==> src/rtl/uart16550_pkg.sv <==
// Shared types, codes and helpers for the 16550 register block.
`default_nettype none

package uart16550_pkg;

    localparam int FIFO_DEPTH_DEF = 16;

    // Request opcodes
    localparam logic [2:0] OP_BUS_READ  = 3'd0;
    localparam logic [2:0] OP_BUS_WRITE = 3'd1;
    localparam logic [2:0] OP_RX_BYTE   = 3'd2;
    localparam logic [2:0] OP_TX_SLOT   = 3'd3;
    localparam logic [2:0] OP_MODEM     = 3'd4;

    // Register offsets
    localparam logic [2:0] REG_RHR_THR = 3'd0;
    localparam logic [2:0] REG_IER     = 3'd1;
    localparam logic [2:0] REG_IIR_FCR = 3'd2;
    localparam logic [2:0] REG_LCR     = 3'd3;
    localparam logic [2:0] REG_MCR     = 3'd4;
    localparam logic [2:0] REG_LSR     = 3'd5;
    localparam logic [2:0] REG_MSR     = 3'd6;
    localparam logic [2:0] REG_SCR     = 3'd7;

    // Interrupt identification codes
    localparam logic [7:0] IIR_NONE   = 8'h01;
    localparam logic [7:0] IIR_LINE   = 8'h06;
    localparam logic [7:0] IIR_RXDATA = 8'h04;
    localparam logic [7:0] IIR_THRE   = 8'h02;
    localparam logic [7:0] IIR_MODEM  = 8'h00;
    localparam logic [7:0] IIR_FIFO_BITS = 8'hC0;

    localparam logic [3:0] MSR_DELTA_LEVEL = 4'b1011;
    localparam logic [3:0] MSR_TERI        = 4'b0100;
    localparam logic [7:0] LSR_TX_EMPTY    = 8'h60;

    typedef struct packed {
        logic [2:0] opcode;
        logic [2:0] reg_address;
        logic [7:0] write_data;
        logic [7:0] line_byte;
        logic [3:0] modem_lines;
    } in_t;

    typedef struct packed {
        logic [7:0] read_data;
        logic       tx_valid;
        logic [7:0] tx_byte;
        logic       irq;
        logic [4:0] out_lines;
    } out_t;

    // Per-request info carried from the control stage to the result stage
    typedef struct packed {
        logic       rx_pop;
        logic       tx_pop;
        logic [7:0] read_data;
        logic       irq;
        logic [4:0] out_lines;
    } stage_t;

    function automatic logic [7:0] irq_id(input logic [3:0] ier, input logic overrun,
                                          input logic rx_any, input logic thre,
                                          input logic [3:0] deltas);
        logic [7:0] id;
        begin
            if (ier[2] && overrun) begin
                id = IIR_LINE;
            end else if (ier[0] && rx_any) begin
                id = IIR_RXDATA;
            end else if (ier[1] && thre) begin
                id = IIR_THRE;
            end else if (ier[3] && (deltas != 4'd0)) begin
                id = IIR_MODEM;
            end else begin
                id = IIR_NONE;
            end
            return id;
        end
    endfunction

endpackage

`default_nettype wire

==> src/rtl/uart16550_ctrl.sv <==
// Register file, FIFO pointers and request decode for the 16550 block.
`default_nettype none

module uart16550_ctrl #(
    parameter int DEPTH = uart16550_pkg::FIFO_DEPTH_DEF,
    parameter int AW    = (DEPTH > 1) ? $clog2(DEPTH) : 1
) (
    input  wire logic                 aclk,
    input  wire logic                 aresetn,
    input  wire logic                 accept,
    input  wire uart16550_pkg::in_t   req,
    output logic                      rx_wr_en,
    output logic      [AW-1:0]        rx_wr_addr,
    output logic                      rx_rd_en,
    output logic      [AW-1:0]        rx_rd_addr,
    output logic                      tx_wr_en,
    output logic      [AW-1:0]        tx_wr_addr,
    output logic                      tx_rd_en,
    output logic      [AW-1:0]        tx_rd_addr,
    output uart16550_pkg::stage_t     info
);

    localparam int CW = $clog2(DEPTH + 1);
    localparam int SW = CW + 1;

    logic [AW-1:0] rx_head_reg, rx_head_next, tx_head_reg, tx_head_next;
    logic [CW-1:0] rx_count_reg, rx_count_next, tx_count_reg, tx_count_next;
    logic [3:0]    ier_reg, ier_next;
    logic [7:0]    lcr_reg, lcr_next;
    logic [4:0]    mcr_reg, mcr_next;
    logic [15:0]   div_reg, div_next;
    logic [7:0]    scr_reg, scr_next;
    logic          fifo_on_reg, fifo_on_next;
    logic          overrun_reg, overrun_next;
    logic          thre_reg, thre_next;
    logic [3:0]    levels_reg, levels_next;
    logic [3:0]    deltas_reg, deltas_next;

    logic [CW-1:0] cap;
    logic          dlab;
    logic [7:0]    cur_id;
    logic [7:0]    rd_val;
    logic          rx_pop, tx_pop, rx_push, tx_push;
    logic [SW-1:0] rx_sum, tx_sum;
    logic [3:0]    changed;

    function automatic logic [AW-1:0] wrap_inc(input logic [AW-1:0] p);
        logic [AW-1:0] r;
        begin
            if (p == AW'(DEPTH - 1)) begin
                r = '0;
            end else begin
                r = p + AW'(1);
            end
            return r;
        end
    endfunction

    assign cap    = fifo_on_reg ? CW'(DEPTH) : CW'(1);
    assign dlab   = lcr_reg[7];
    assign cur_id = uart16550_pkg::irq_id(ier_reg, overrun_reg, rx_count_reg != '0,
                                          thre_reg, deltas_reg);

    // Tail address = (head + count) mod DEPTH, sum stays below 2*DEPTH
    always_comb begin
        rx_sum = SW'(rx_head_reg) + SW'(rx_count_reg);
        if (rx_sum >= SW'(DEPTH)) begin
            rx_sum = rx_sum - SW'(DEPTH);
        end
        tx_sum = SW'(tx_head_reg) + SW'(tx_count_reg);
        if (tx_sum >= SW'(DEPTH)) begin
            tx_sum = tx_sum - SW'(DEPTH);
        end
    end

    always_comb begin
        rx_head_next  = rx_head_reg;
        rx_count_next = rx_count_reg;
        tx_head_next  = tx_head_reg;
        tx_count_next = tx_count_reg;
        ier_next      = ier_reg;
        lcr_next      = lcr_reg;
        mcr_next      = mcr_reg;
        div_next      = div_reg;
        scr_next      = scr_reg;
        fifo_on_next  = fifo_on_reg;
        overrun_next  = overrun_reg;
        thre_next     = thre_reg;
        levels_next   = levels_reg;
        deltas_next   = deltas_reg;
        rd_val        = 8'd0;
        rx_pop        = 1'b0;
        tx_pop        = 1'b0;
        rx_push       = 1'b0;
        tx_push       = 1'b0;
        changed       = levels_reg ^ req.modem_lines;

        unique case (req.opcode)
            uart16550_pkg::OP_BUS_READ: begin
                unique case (req.reg_address)
                    uart16550_pkg::REG_RHR_THR: begin
                        if (dlab) begin
                            rd_val = div_reg[7:0];
                        end else if (rx_count_reg != '0) begin
                            rx_pop        = 1'b1;
                            rx_head_next  = wrap_inc(rx_head_reg);
                            rx_count_next = rx_count_reg - CW'(1);
                        end
                    end
                    uart16550_pkg::REG_IER: begin
                        rd_val = dlab ? div_reg[15:8] : {4'd0, ier_reg};
                    end
                    uart16550_pkg::REG_IIR_FCR: begin
                        if (cur_id == uart16550_pkg::IIR_THRE) begin
                            thre_next = 1'b0;
                        end
                        rd_val = cur_id | (fifo_on_reg ? uart16550_pkg::IIR_FIFO_BITS : 8'd0);
                    end
                    uart16550_pkg::REG_LCR: rd_val = lcr_reg;
                    uart16550_pkg::REG_MCR: rd_val = {3'd0, mcr_reg};
                    uart16550_pkg::REG_LSR: begin
                        rd_val = {6'd0, overrun_reg, rx_count_reg != '0}
                               | ((tx_count_reg == '0) ? uart16550_pkg::LSR_TX_EMPTY : 8'd0);
                        overrun_next = 1'b0;
                    end
                    uart16550_pkg::REG_MSR: begin
                        rd_val      = {levels_reg, deltas_reg};
                        deltas_next = 4'd0;
                    end
                    uart16550_pkg::REG_SCR: rd_val = scr_reg;
                    default: rd_val = 8'd0;
                endcase
            end
            uart16550_pkg::OP_BUS_WRITE: begin
                unique case (req.reg_address)
                    uart16550_pkg::REG_RHR_THR: begin
                        if (dlab) begin
                            div_next[7:0] = req.write_data;
                        end else begin
                            thre_next = 1'b0;
                            if (tx_count_reg < cap) begin
                                tx_push       = 1'b1;
                                tx_count_next = tx_count_reg + CW'(1);
                            end
                        end
                    end
                    uart16550_pkg::REG_IER: begin
                        if (dlab) begin
                            div_next[15:8] = req.write_data;
                        end else begin
                            if (req.write_data[1] && !ier_reg[1] && tx_count_reg == '0) begin
                                thre_next = 1'b1;
                            end
                            ier_next = req.write_data[3:0];
                        end
                    end
                    uart16550_pkg::REG_IIR_FCR: begin
                        // mode change flushes both FIFOs before the clear bits apply
                        if (req.write_data[0] != fifo_on_reg) begin
                            fifo_on_next  = req.write_data[0];
                            rx_head_next  = '0;
                            rx_count_next = '0;
                            tx_head_next  = '0;
                            tx_count_next = '0;
                            thre_next     = 1'b1;
                        end
                        if (req.write_data[1]) begin
                            rx_head_next  = '0;
                            rx_count_next = '0;
                        end
                        if (req.write_data[2]) begin
                            tx_head_next  = '0;
                            tx_count_next = '0;
                            thre_next     = 1'b1;
                        end
                    end
                    uart16550_pkg::REG_LCR: lcr_next = req.write_data;
                    uart16550_pkg::REG_MCR: mcr_next = req.write_data[4:0];
                    uart16550_pkg::REG_SCR: scr_next = req.write_data;
                    default: ;
                endcase
            end
            uart16550_pkg::OP_RX_BYTE: begin
                if (rx_count_reg >= cap) begin
                    overrun_next = 1'b1;
                end else begin
                    rx_push       = 1'b1;
                    rx_count_next = rx_count_reg + CW'(1);
                end
            end
            uart16550_pkg::OP_TX_SLOT: begin
                if (tx_count_reg != '0) begin
                    tx_pop        = 1'b1;
                    tx_head_next  = wrap_inc(tx_head_reg);
                    tx_count_next = tx_count_reg - CW'(1);
                    if (tx_count_reg == CW'(1)) begin
                        thre_next = 1'b1;
                    end
                end
            end
            uart16550_pkg::OP_MODEM: begin
                deltas_next = deltas_reg | (changed & uart16550_pkg::MSR_DELTA_LEVEL);
                if (levels_reg[2] && !req.modem_lines[2]) begin
                    deltas_next = deltas_next | uart16550_pkg::MSR_TERI;
                end
                levels_next = req.modem_lines;
            end
            default: ;
        endcase
    end

    assign rx_wr_en   = accept && rx_push;
    assign rx_wr_addr = rx_sum[AW-1:0];
    assign rx_rd_en   = accept && rx_pop;
    assign rx_rd_addr = rx_head_reg;
    assign tx_wr_en   = accept && tx_push;
    assign tx_wr_addr = tx_sum[AW-1:0];
    assign tx_rd_en   = accept && tx_pop;
    assign tx_rd_addr = tx_head_reg;

    always_comb begin
        info.rx_pop    = rx_pop;
        info.tx_pop    = tx_pop;
        info.read_data = rd_val;
        info.irq       = uart16550_pkg::irq_id(ier_next, overrun_next, rx_count_next != '0,
                                               thre_next, deltas_next)
                         != uart16550_pkg::IIR_NONE;
        info.out_lines = mcr_next;
    end

    always_ff @(posedge aclk) begin
        if (!aresetn) begin
            rx_head_reg  <= '0;
            rx_count_reg <= '0;
            tx_head_reg  <= '0;
            tx_count_reg <= '0;
            ier_reg      <= '0;
            lcr_reg      <= '0;
            mcr_reg      <= '0;
            div_reg      <= '0;
            scr_reg      <= '0;
            fifo_on_reg  <= 1'b0;
            overrun_reg  <= 1'b0;
            thre_reg     <= 1'b0;
            levels_reg   <= '0;
            deltas_reg   <= '0;
        end else if (accept) begin
            rx_head_reg  <= rx_head_next;
            rx_count_reg <= rx_count_next;
            tx_head_reg  <= tx_head_next;
            tx_count_reg <= tx_count_next;
            ier_reg      <= ier_next;
            lcr_reg      <= lcr_next;
            mcr_reg      <= mcr_next;
            div_reg      <= div_next;
            scr_reg      <= scr_next;
            fifo_on_reg  <= fifo_on_next;
            overrun_reg  <= overrun_next;
            thre_reg     <= thre_next;
            levels_reg   <= levels_next;
            deltas_reg   <= deltas_next;
        end
    end

endmodule

`default_nettype wire

==> config.mk <==
export PLATFORM = sky130hd
export DESIGN_NAME = uart16550_ctrl
export DESIGN_NICKNAME = d
export VERILOG_FILES = /design/src/rtl/uart16550_pkg.sv /design/src/rtl/uart16550_ctrl.sv
export SDC_FILE = /design/constraint.sdc
export NUM_CORES = 1
export LEC_CHECK = 0
export BUFFER_PORTS_ARGS = -buffer_cell sky130_fd_sc_hd__buf_2
export CAP_MARGIN = 20
export CORE_ASPECT_RATIO = 0.5
export CORE_MARGIN = 5
export CORE_UTILIZATION = 40
export CTS_CLUSTER_SIZE = 24
export DETAILED_ROUTE_END_ITERATION = 7
export GPL_ROUTABILITY_DRIVEN = 0
export PLACE_DENSITY = 0.57
export SLEW_MARGIN = 20
export SYNTH_ARGS = -nofsm -noshare
export SYNTH_HDL_FRONTEND = slang
export SYNTH_SLANG_ARGS = --single-unit
==> constraint.sdc <==
create_clock -name aclk -period 2.67 [get_ports aclk]
set_input_delay 0.4005 -clock aclk [delete_from_list [all_inputs] [get_ports aclk]]
set_output_delay 0.4005 -clock aclk [all_outputs]
set_load 0.005 [all_outputs]
---- After elaboration in Yosys (flattened, before gate mapping) ----
Index checks and enable logic that the tools add are counted.
storage, ports and cells
  input port bits ......................... 29
  word-level logic and storage cells ...... 176
  bits in registers ....................... 70
  output and inout port bits .............. 36
operators by class
  muxes and demuxes ....................... 79
  equal/unequal tests ..................... 28
  bitwise logic cells ..................... 4
  order comparisons ....................... 4
  add/sub/neg operators ................... 10
  reduce and logical (&&, ||, !) cells .... 36
operator list
  cell                   number
  $mux W5                15
  $mux W4                17
  $pmux W8 S8            1
  $mux W8                5
  $mux W1                25
  $pmux W4 S2            3
  $pmux W5 S2            2
  $eq A3 B3 Y1 const B   5
  $logic_and A1 B1 Y1    15
  $pmux W5 S3            1
  $reduce_bool A5 Y1     3
  $reduce_and A7 Y1      2
  $add A4 B5 Y6          2
  $eq A3 B2 Y1 const B   4
  $ge A6 B5 Y1 const B   2
  $mux W3                4
  $ne A3 B3 Y1 const B   4
  $reduce_and A4 Y1      3
  $add A5 B1 Y5 const B  2
  $ne A2 B2 Y1 const B   5
  $sub A5 B1 Y5 const B  2
  $add A4 B1 Y4 const B  2
  $eq A4 B4 Y1 const B   2
  $eq A8 B2 Y1 const B   1
  other kinds (25)       34

---- Longest topological paths before layout ----
  word-level depth ........................ 15
  mapped depth ............................ 8
  gate-level depth less buffers ........... 8

---- Least setup slack after synthesis ----
No wires, ideal clock.
  path kind ............................... in2out
  start point ............................. input port req[21] in the netlist's numbering
  end point ............................... output port info[5] in the netlist's numbering
  data arrival time ....................... 2061 ps
  setup slack ............................. 209 ps
  stages on the path ...................... 7
  data required time ...................... 2270 ps
  path through ............................ buf_4 or4b_1 a221oi_2 o211ai_1 a22o_1 nor4_1 o221ai_1
RTL lines
  element             line                  RTL
  start: declaration  uart16550_ctrl.sv:11  input wire uart16550_pkg::in_t req,
  end: declaration    uart16550_ctrl.sv:20  output uart16550_pkg::stage_t info

==> flow_summary.toml <==
[finish]
fillers = 1033
mostFrequentLayoutCells = "82 x sky130_fd_sc_hd__nor2_1, 67 x sky130_fd_sc_hd__dfxtp_1, 59 x sky130_fd_sc_hd__buf_4, 55 x sky130_fd_sc_hd__buf_2, 53 x sky130_fd_sc_hd__mux2i_1"
diodes = 0
layout_commonest_cell = "sky130_fd_sc_hd__nor2_1"
nets = 681
stdcell_count = 782
largest_register_ff_count = 16
area_growth_syn_to_fin_pct = 27.6
drive_gt1_share_pct = 28.4

[route]
routed_length_per_placed_instance_microns = 17.5
drt_pre_antenna_iters = 7
drt_total_wl_mm = 13.7
met2WireLength_mm = 5.96
drtIter0Drc = 322
route.met3.wl_microns = 758
highest-signal-layer = "met4"
detail_route.wirelength.met1_mm = 6.81
drcViolationCount = 0
via_count = 4408
route.antenna.remaining_nets = 0
route.detailed.vias_per_inst = 5.64

[flow_run]
maxCapViolations = 0

[worst_setup_path]
worstPathBufferInverterCount = 3
setup.worst_path.start_class = "input pin"
path_cells = "buf_6, or4b_4, a221oi_4, o211ai_1, buf_4, o2bb2ai_2, nor4_2, o221ai_1, buf_2"
cp.required_ns = 2.27
timing.reg2reg.setup_slack_ns = 0.51
critical_path_peak_fanout = 4
critical-path-slowest-cell = "sky130_fd_sc_hd__or4b_4"
cp_top_family = "simple AND/OR/NAND/NOR gates"
critical_path_class = "in -> out"
crit_path_end_kind = "output pin"
cp_data_arrival_time_ns = 2.46
delay_of_the_slowest_cell_on_the_worst_path_ns = 0.54

[global_routing]
tot_gr_track_use_pct = 20.0
globalRoute.totalOverflow = 0
grt_antenna_before_repair = 0
number_of_global_route_vias_before_repair = 4161
wire_length_of_the_first_global_routing_pass_mm = 22.1
grt_start_max_net_pins = 43

[logic_synthesis]
largest_family_of_logic_cells_by_synthesized_area = "simple AND/OR/NAND/NOR gates"
synth_compound_gate_area_share_pct = 18.4
synth_fp_nets = 591
synth.mux.area_fraction_pct = 15.2
share_of_synthesized_cell_area_in_and_or_nand_and_nor_gates_pct = 21.9
async_flop_share_pct = 0
post_synth_instance_area_sq_mm = 0.00452
synthesis.instances = 542
synth_sequential_area_ratio_pct = 31.0
synth_warnings = 0
yosysTopAreaCell = "sky130_fd_sc_hd__dfxtp_1"
synth.ff_latch_count = 70
number_of_synthesized_flops_with_an_enable_pin = 0
synth_top_area_share_pct = 31.0
synth-adder-area-share_pct = 5.87
synth_ff_type = "sky130_fd_sc_hd__dfxtp_1"
synth_xor_xnor_area_share_pct = 1.94
syn-mean-instance-area_sq_um = 8.33
synthTopCellsByArea = "sky130_fd_sc_hd__dfxtp_1 31%, sky130_fd_sc_hd__mux2i_1 12%, sky130_fd_sc_hd__nor2_1 7.0%"
post_synthesis_cell_type_count = 69

[sta]
finalSetupViolations = 1
relSlewSlack_pct = 60.5
max_freq_ghz = 0.350
rsz0062_at_grt = "yes"
fin_worst_skew_ns = 0.00431
timing_max_transition_violations_final = 0
final-hold-violation-count = 0
final_period_minus_worst_setup_slack_ns = 2.86
worst_margin_pin_slew_ns = 0.591
fin_crit_sh_pct = 107
timing.setup.tns_ns = -0.187
setup_slack_ns = -0.187

[place]
placed_cells = 757
port-buffer-count = 56
hpwlAfterDp_mm = 9.85

[run_status]
result_of_the_run = "complete, but fails checks"
failed_checks = "setup timing"

[clock_network]
htreeDepth = 3
clkLatencyLatePin_ns = 0.34
cts_inserted_buffers = 9
clock_tree.buffer_depth = 2
tritoncts = "yes"
clock_tree.root_cell = "sky130_fd_sc_hd__clkbuf_16"
cts_hold_buf = 0
clkTransAtPathRegs_ns = 0.06
clkSinkCount = 70

[floorplan]
die_x_microns = 160
core_region_area_sq_mm = 0.0110
ioPinCount = 65
chipHeight_microns = 85.1
floorplan.initialDensity_pct = 41.0
placement_rows = 27
die-area_sq_mm = 0.0136

[pwr]
peakVddDrop_v = 0.000408
leakage_nw = 2.62
cellPowerDensity_mw_per_mm2 = 471

[min_path]
worst_hold_path_type = "in -> reg"
Yosys cell counts (5+ instances only):
library cell and number:
sky130_fd_sc_hd__clkbuf_1 27, sky130_fd_sc_hd__a31oi_1 6, sky130_fd_sc_hd__nand3_1 13, sky130_fd_sc_hd__mux2i_1 53
sky130_fd_sc_hd__dfxtp_1 70, sky130_fd_sc_hd__a21oi_1 44, sky130_fd_sc_hd__ha_1 18, sky130_fd_sc_hd__buf_2 5
sky130_fd_sc_hd__and3_1 6, sky130_fd_sc_hd__mux2_2 12, sky130_fd_sc_hd__a21o_1 6, sky130_fd_sc_hd__nor3b_1 5
sky130_fd_sc_hd__nor4_1 6, sky130_fd_sc_hd__a211oi_1 5, sky130_fd_sc_hd__nand2_1 24, sky130_fd_sc_hd__inv_1 19
sky130_fd_sc_hd__nor2b_1 5, sky130_fd_sc_hd__xor2_1 5, sky130_fd_sc_hd__nor3_1 15, sky130_fd_sc_hd__xnor2_1 5
sky130_fd_sc_hd__o21ai_0 14, sky130_fd_sc_hd__nor2_1 84
kinds of logic (layout without fill, tap and decap cells):
| kind of cell | count (synthesis) | after routing |
|---|---|---|
| adders and majority gates | 20 | 20 |
| DFF | 70 | 70 |
| AOI/OAI and AO/OA | 124 | 124 |
| buffers and inverters | 59 | 154 |
| muxes | 66 | 66 |
| xor gates and xnor gates | 10 | 10 |
| and+or+nand+nor | 193 | 193 |
worst paths after layout:
| path | depth (start not counted) | from | endpoint |
|---|---|---|---|
| hold reg to reg | 2 | scr_reg[0] | scr_reg[0] |
| setup reg to reg | 8 | tx_count_reg[0] | tx_rd_addr[3] |
| setup / recovery | 9 | req[24] | info[5] |
| hold / removal | 3 | req[2] | levels_reg[2] |
what timing repair did:
action / CTS / global route
pin swaps: 19 / 1
endpoints found under the setup margin: 4 / 6
gates resized for setup: 30 / 3
buffers inserted: 9 / 0
area by class of cell:
class                           instances  area [sq um]  area share [%]
Sequential cell                        70          1410            24.4
Multi-Input combinational cell        413          2990            51.9
Timing Repair Buffer                  118           772            13.4
Inverter                               20          80.1            1.39
Clock inverter                          6          92.6            1.61
Tap cell                              145           181            3.15
Clock buffer                           10           239            4.15
tightest hold or removal path, cell delays in order:
cell and delay (ns):
sky130_fd_sc_hd__buf_2 0.09, sky130_fd_sc_hd__mux2i_1 0.06, sky130_fd_sc_hd__nor2_1 0.07
per-stage QoR:
stage          hold slack (ns)  utilization (%)  instance area (sq um)  power (mW)  worst slack [ns]
3_3_place_gp             0.446             47.3                   5210        1.36            -0.255
3_5_place_dp             0.445             47.3                   5210        1.36            -0.294
6_report                 0.320             52.3                   5760        2.72            -0.187
5_1_grt                  0.349             52.3                   5760        2.81            -0.290
4_1_cts                  0.318             52.2                   5740        2.73            -0.100
2_1_floorplan            0.433                -                   4520        1.24             0.209
layer usage:
metal  vias up  track usage [%]
li1       2169                -
met1      2091             28.6
met2       135             30.9
met3        13             3.64
met4         0             6.01
met5         -                0
where the power goes:
group / switching, mW / total (mW) / internal (mW)
Combinational: 0.187 / 0.317 / 0.130
Clock: 0.491 / 1.34 / 0.850
Sequential: 0.00672 / 1.06 / 1.05
(Power assumes the default switching activity.)
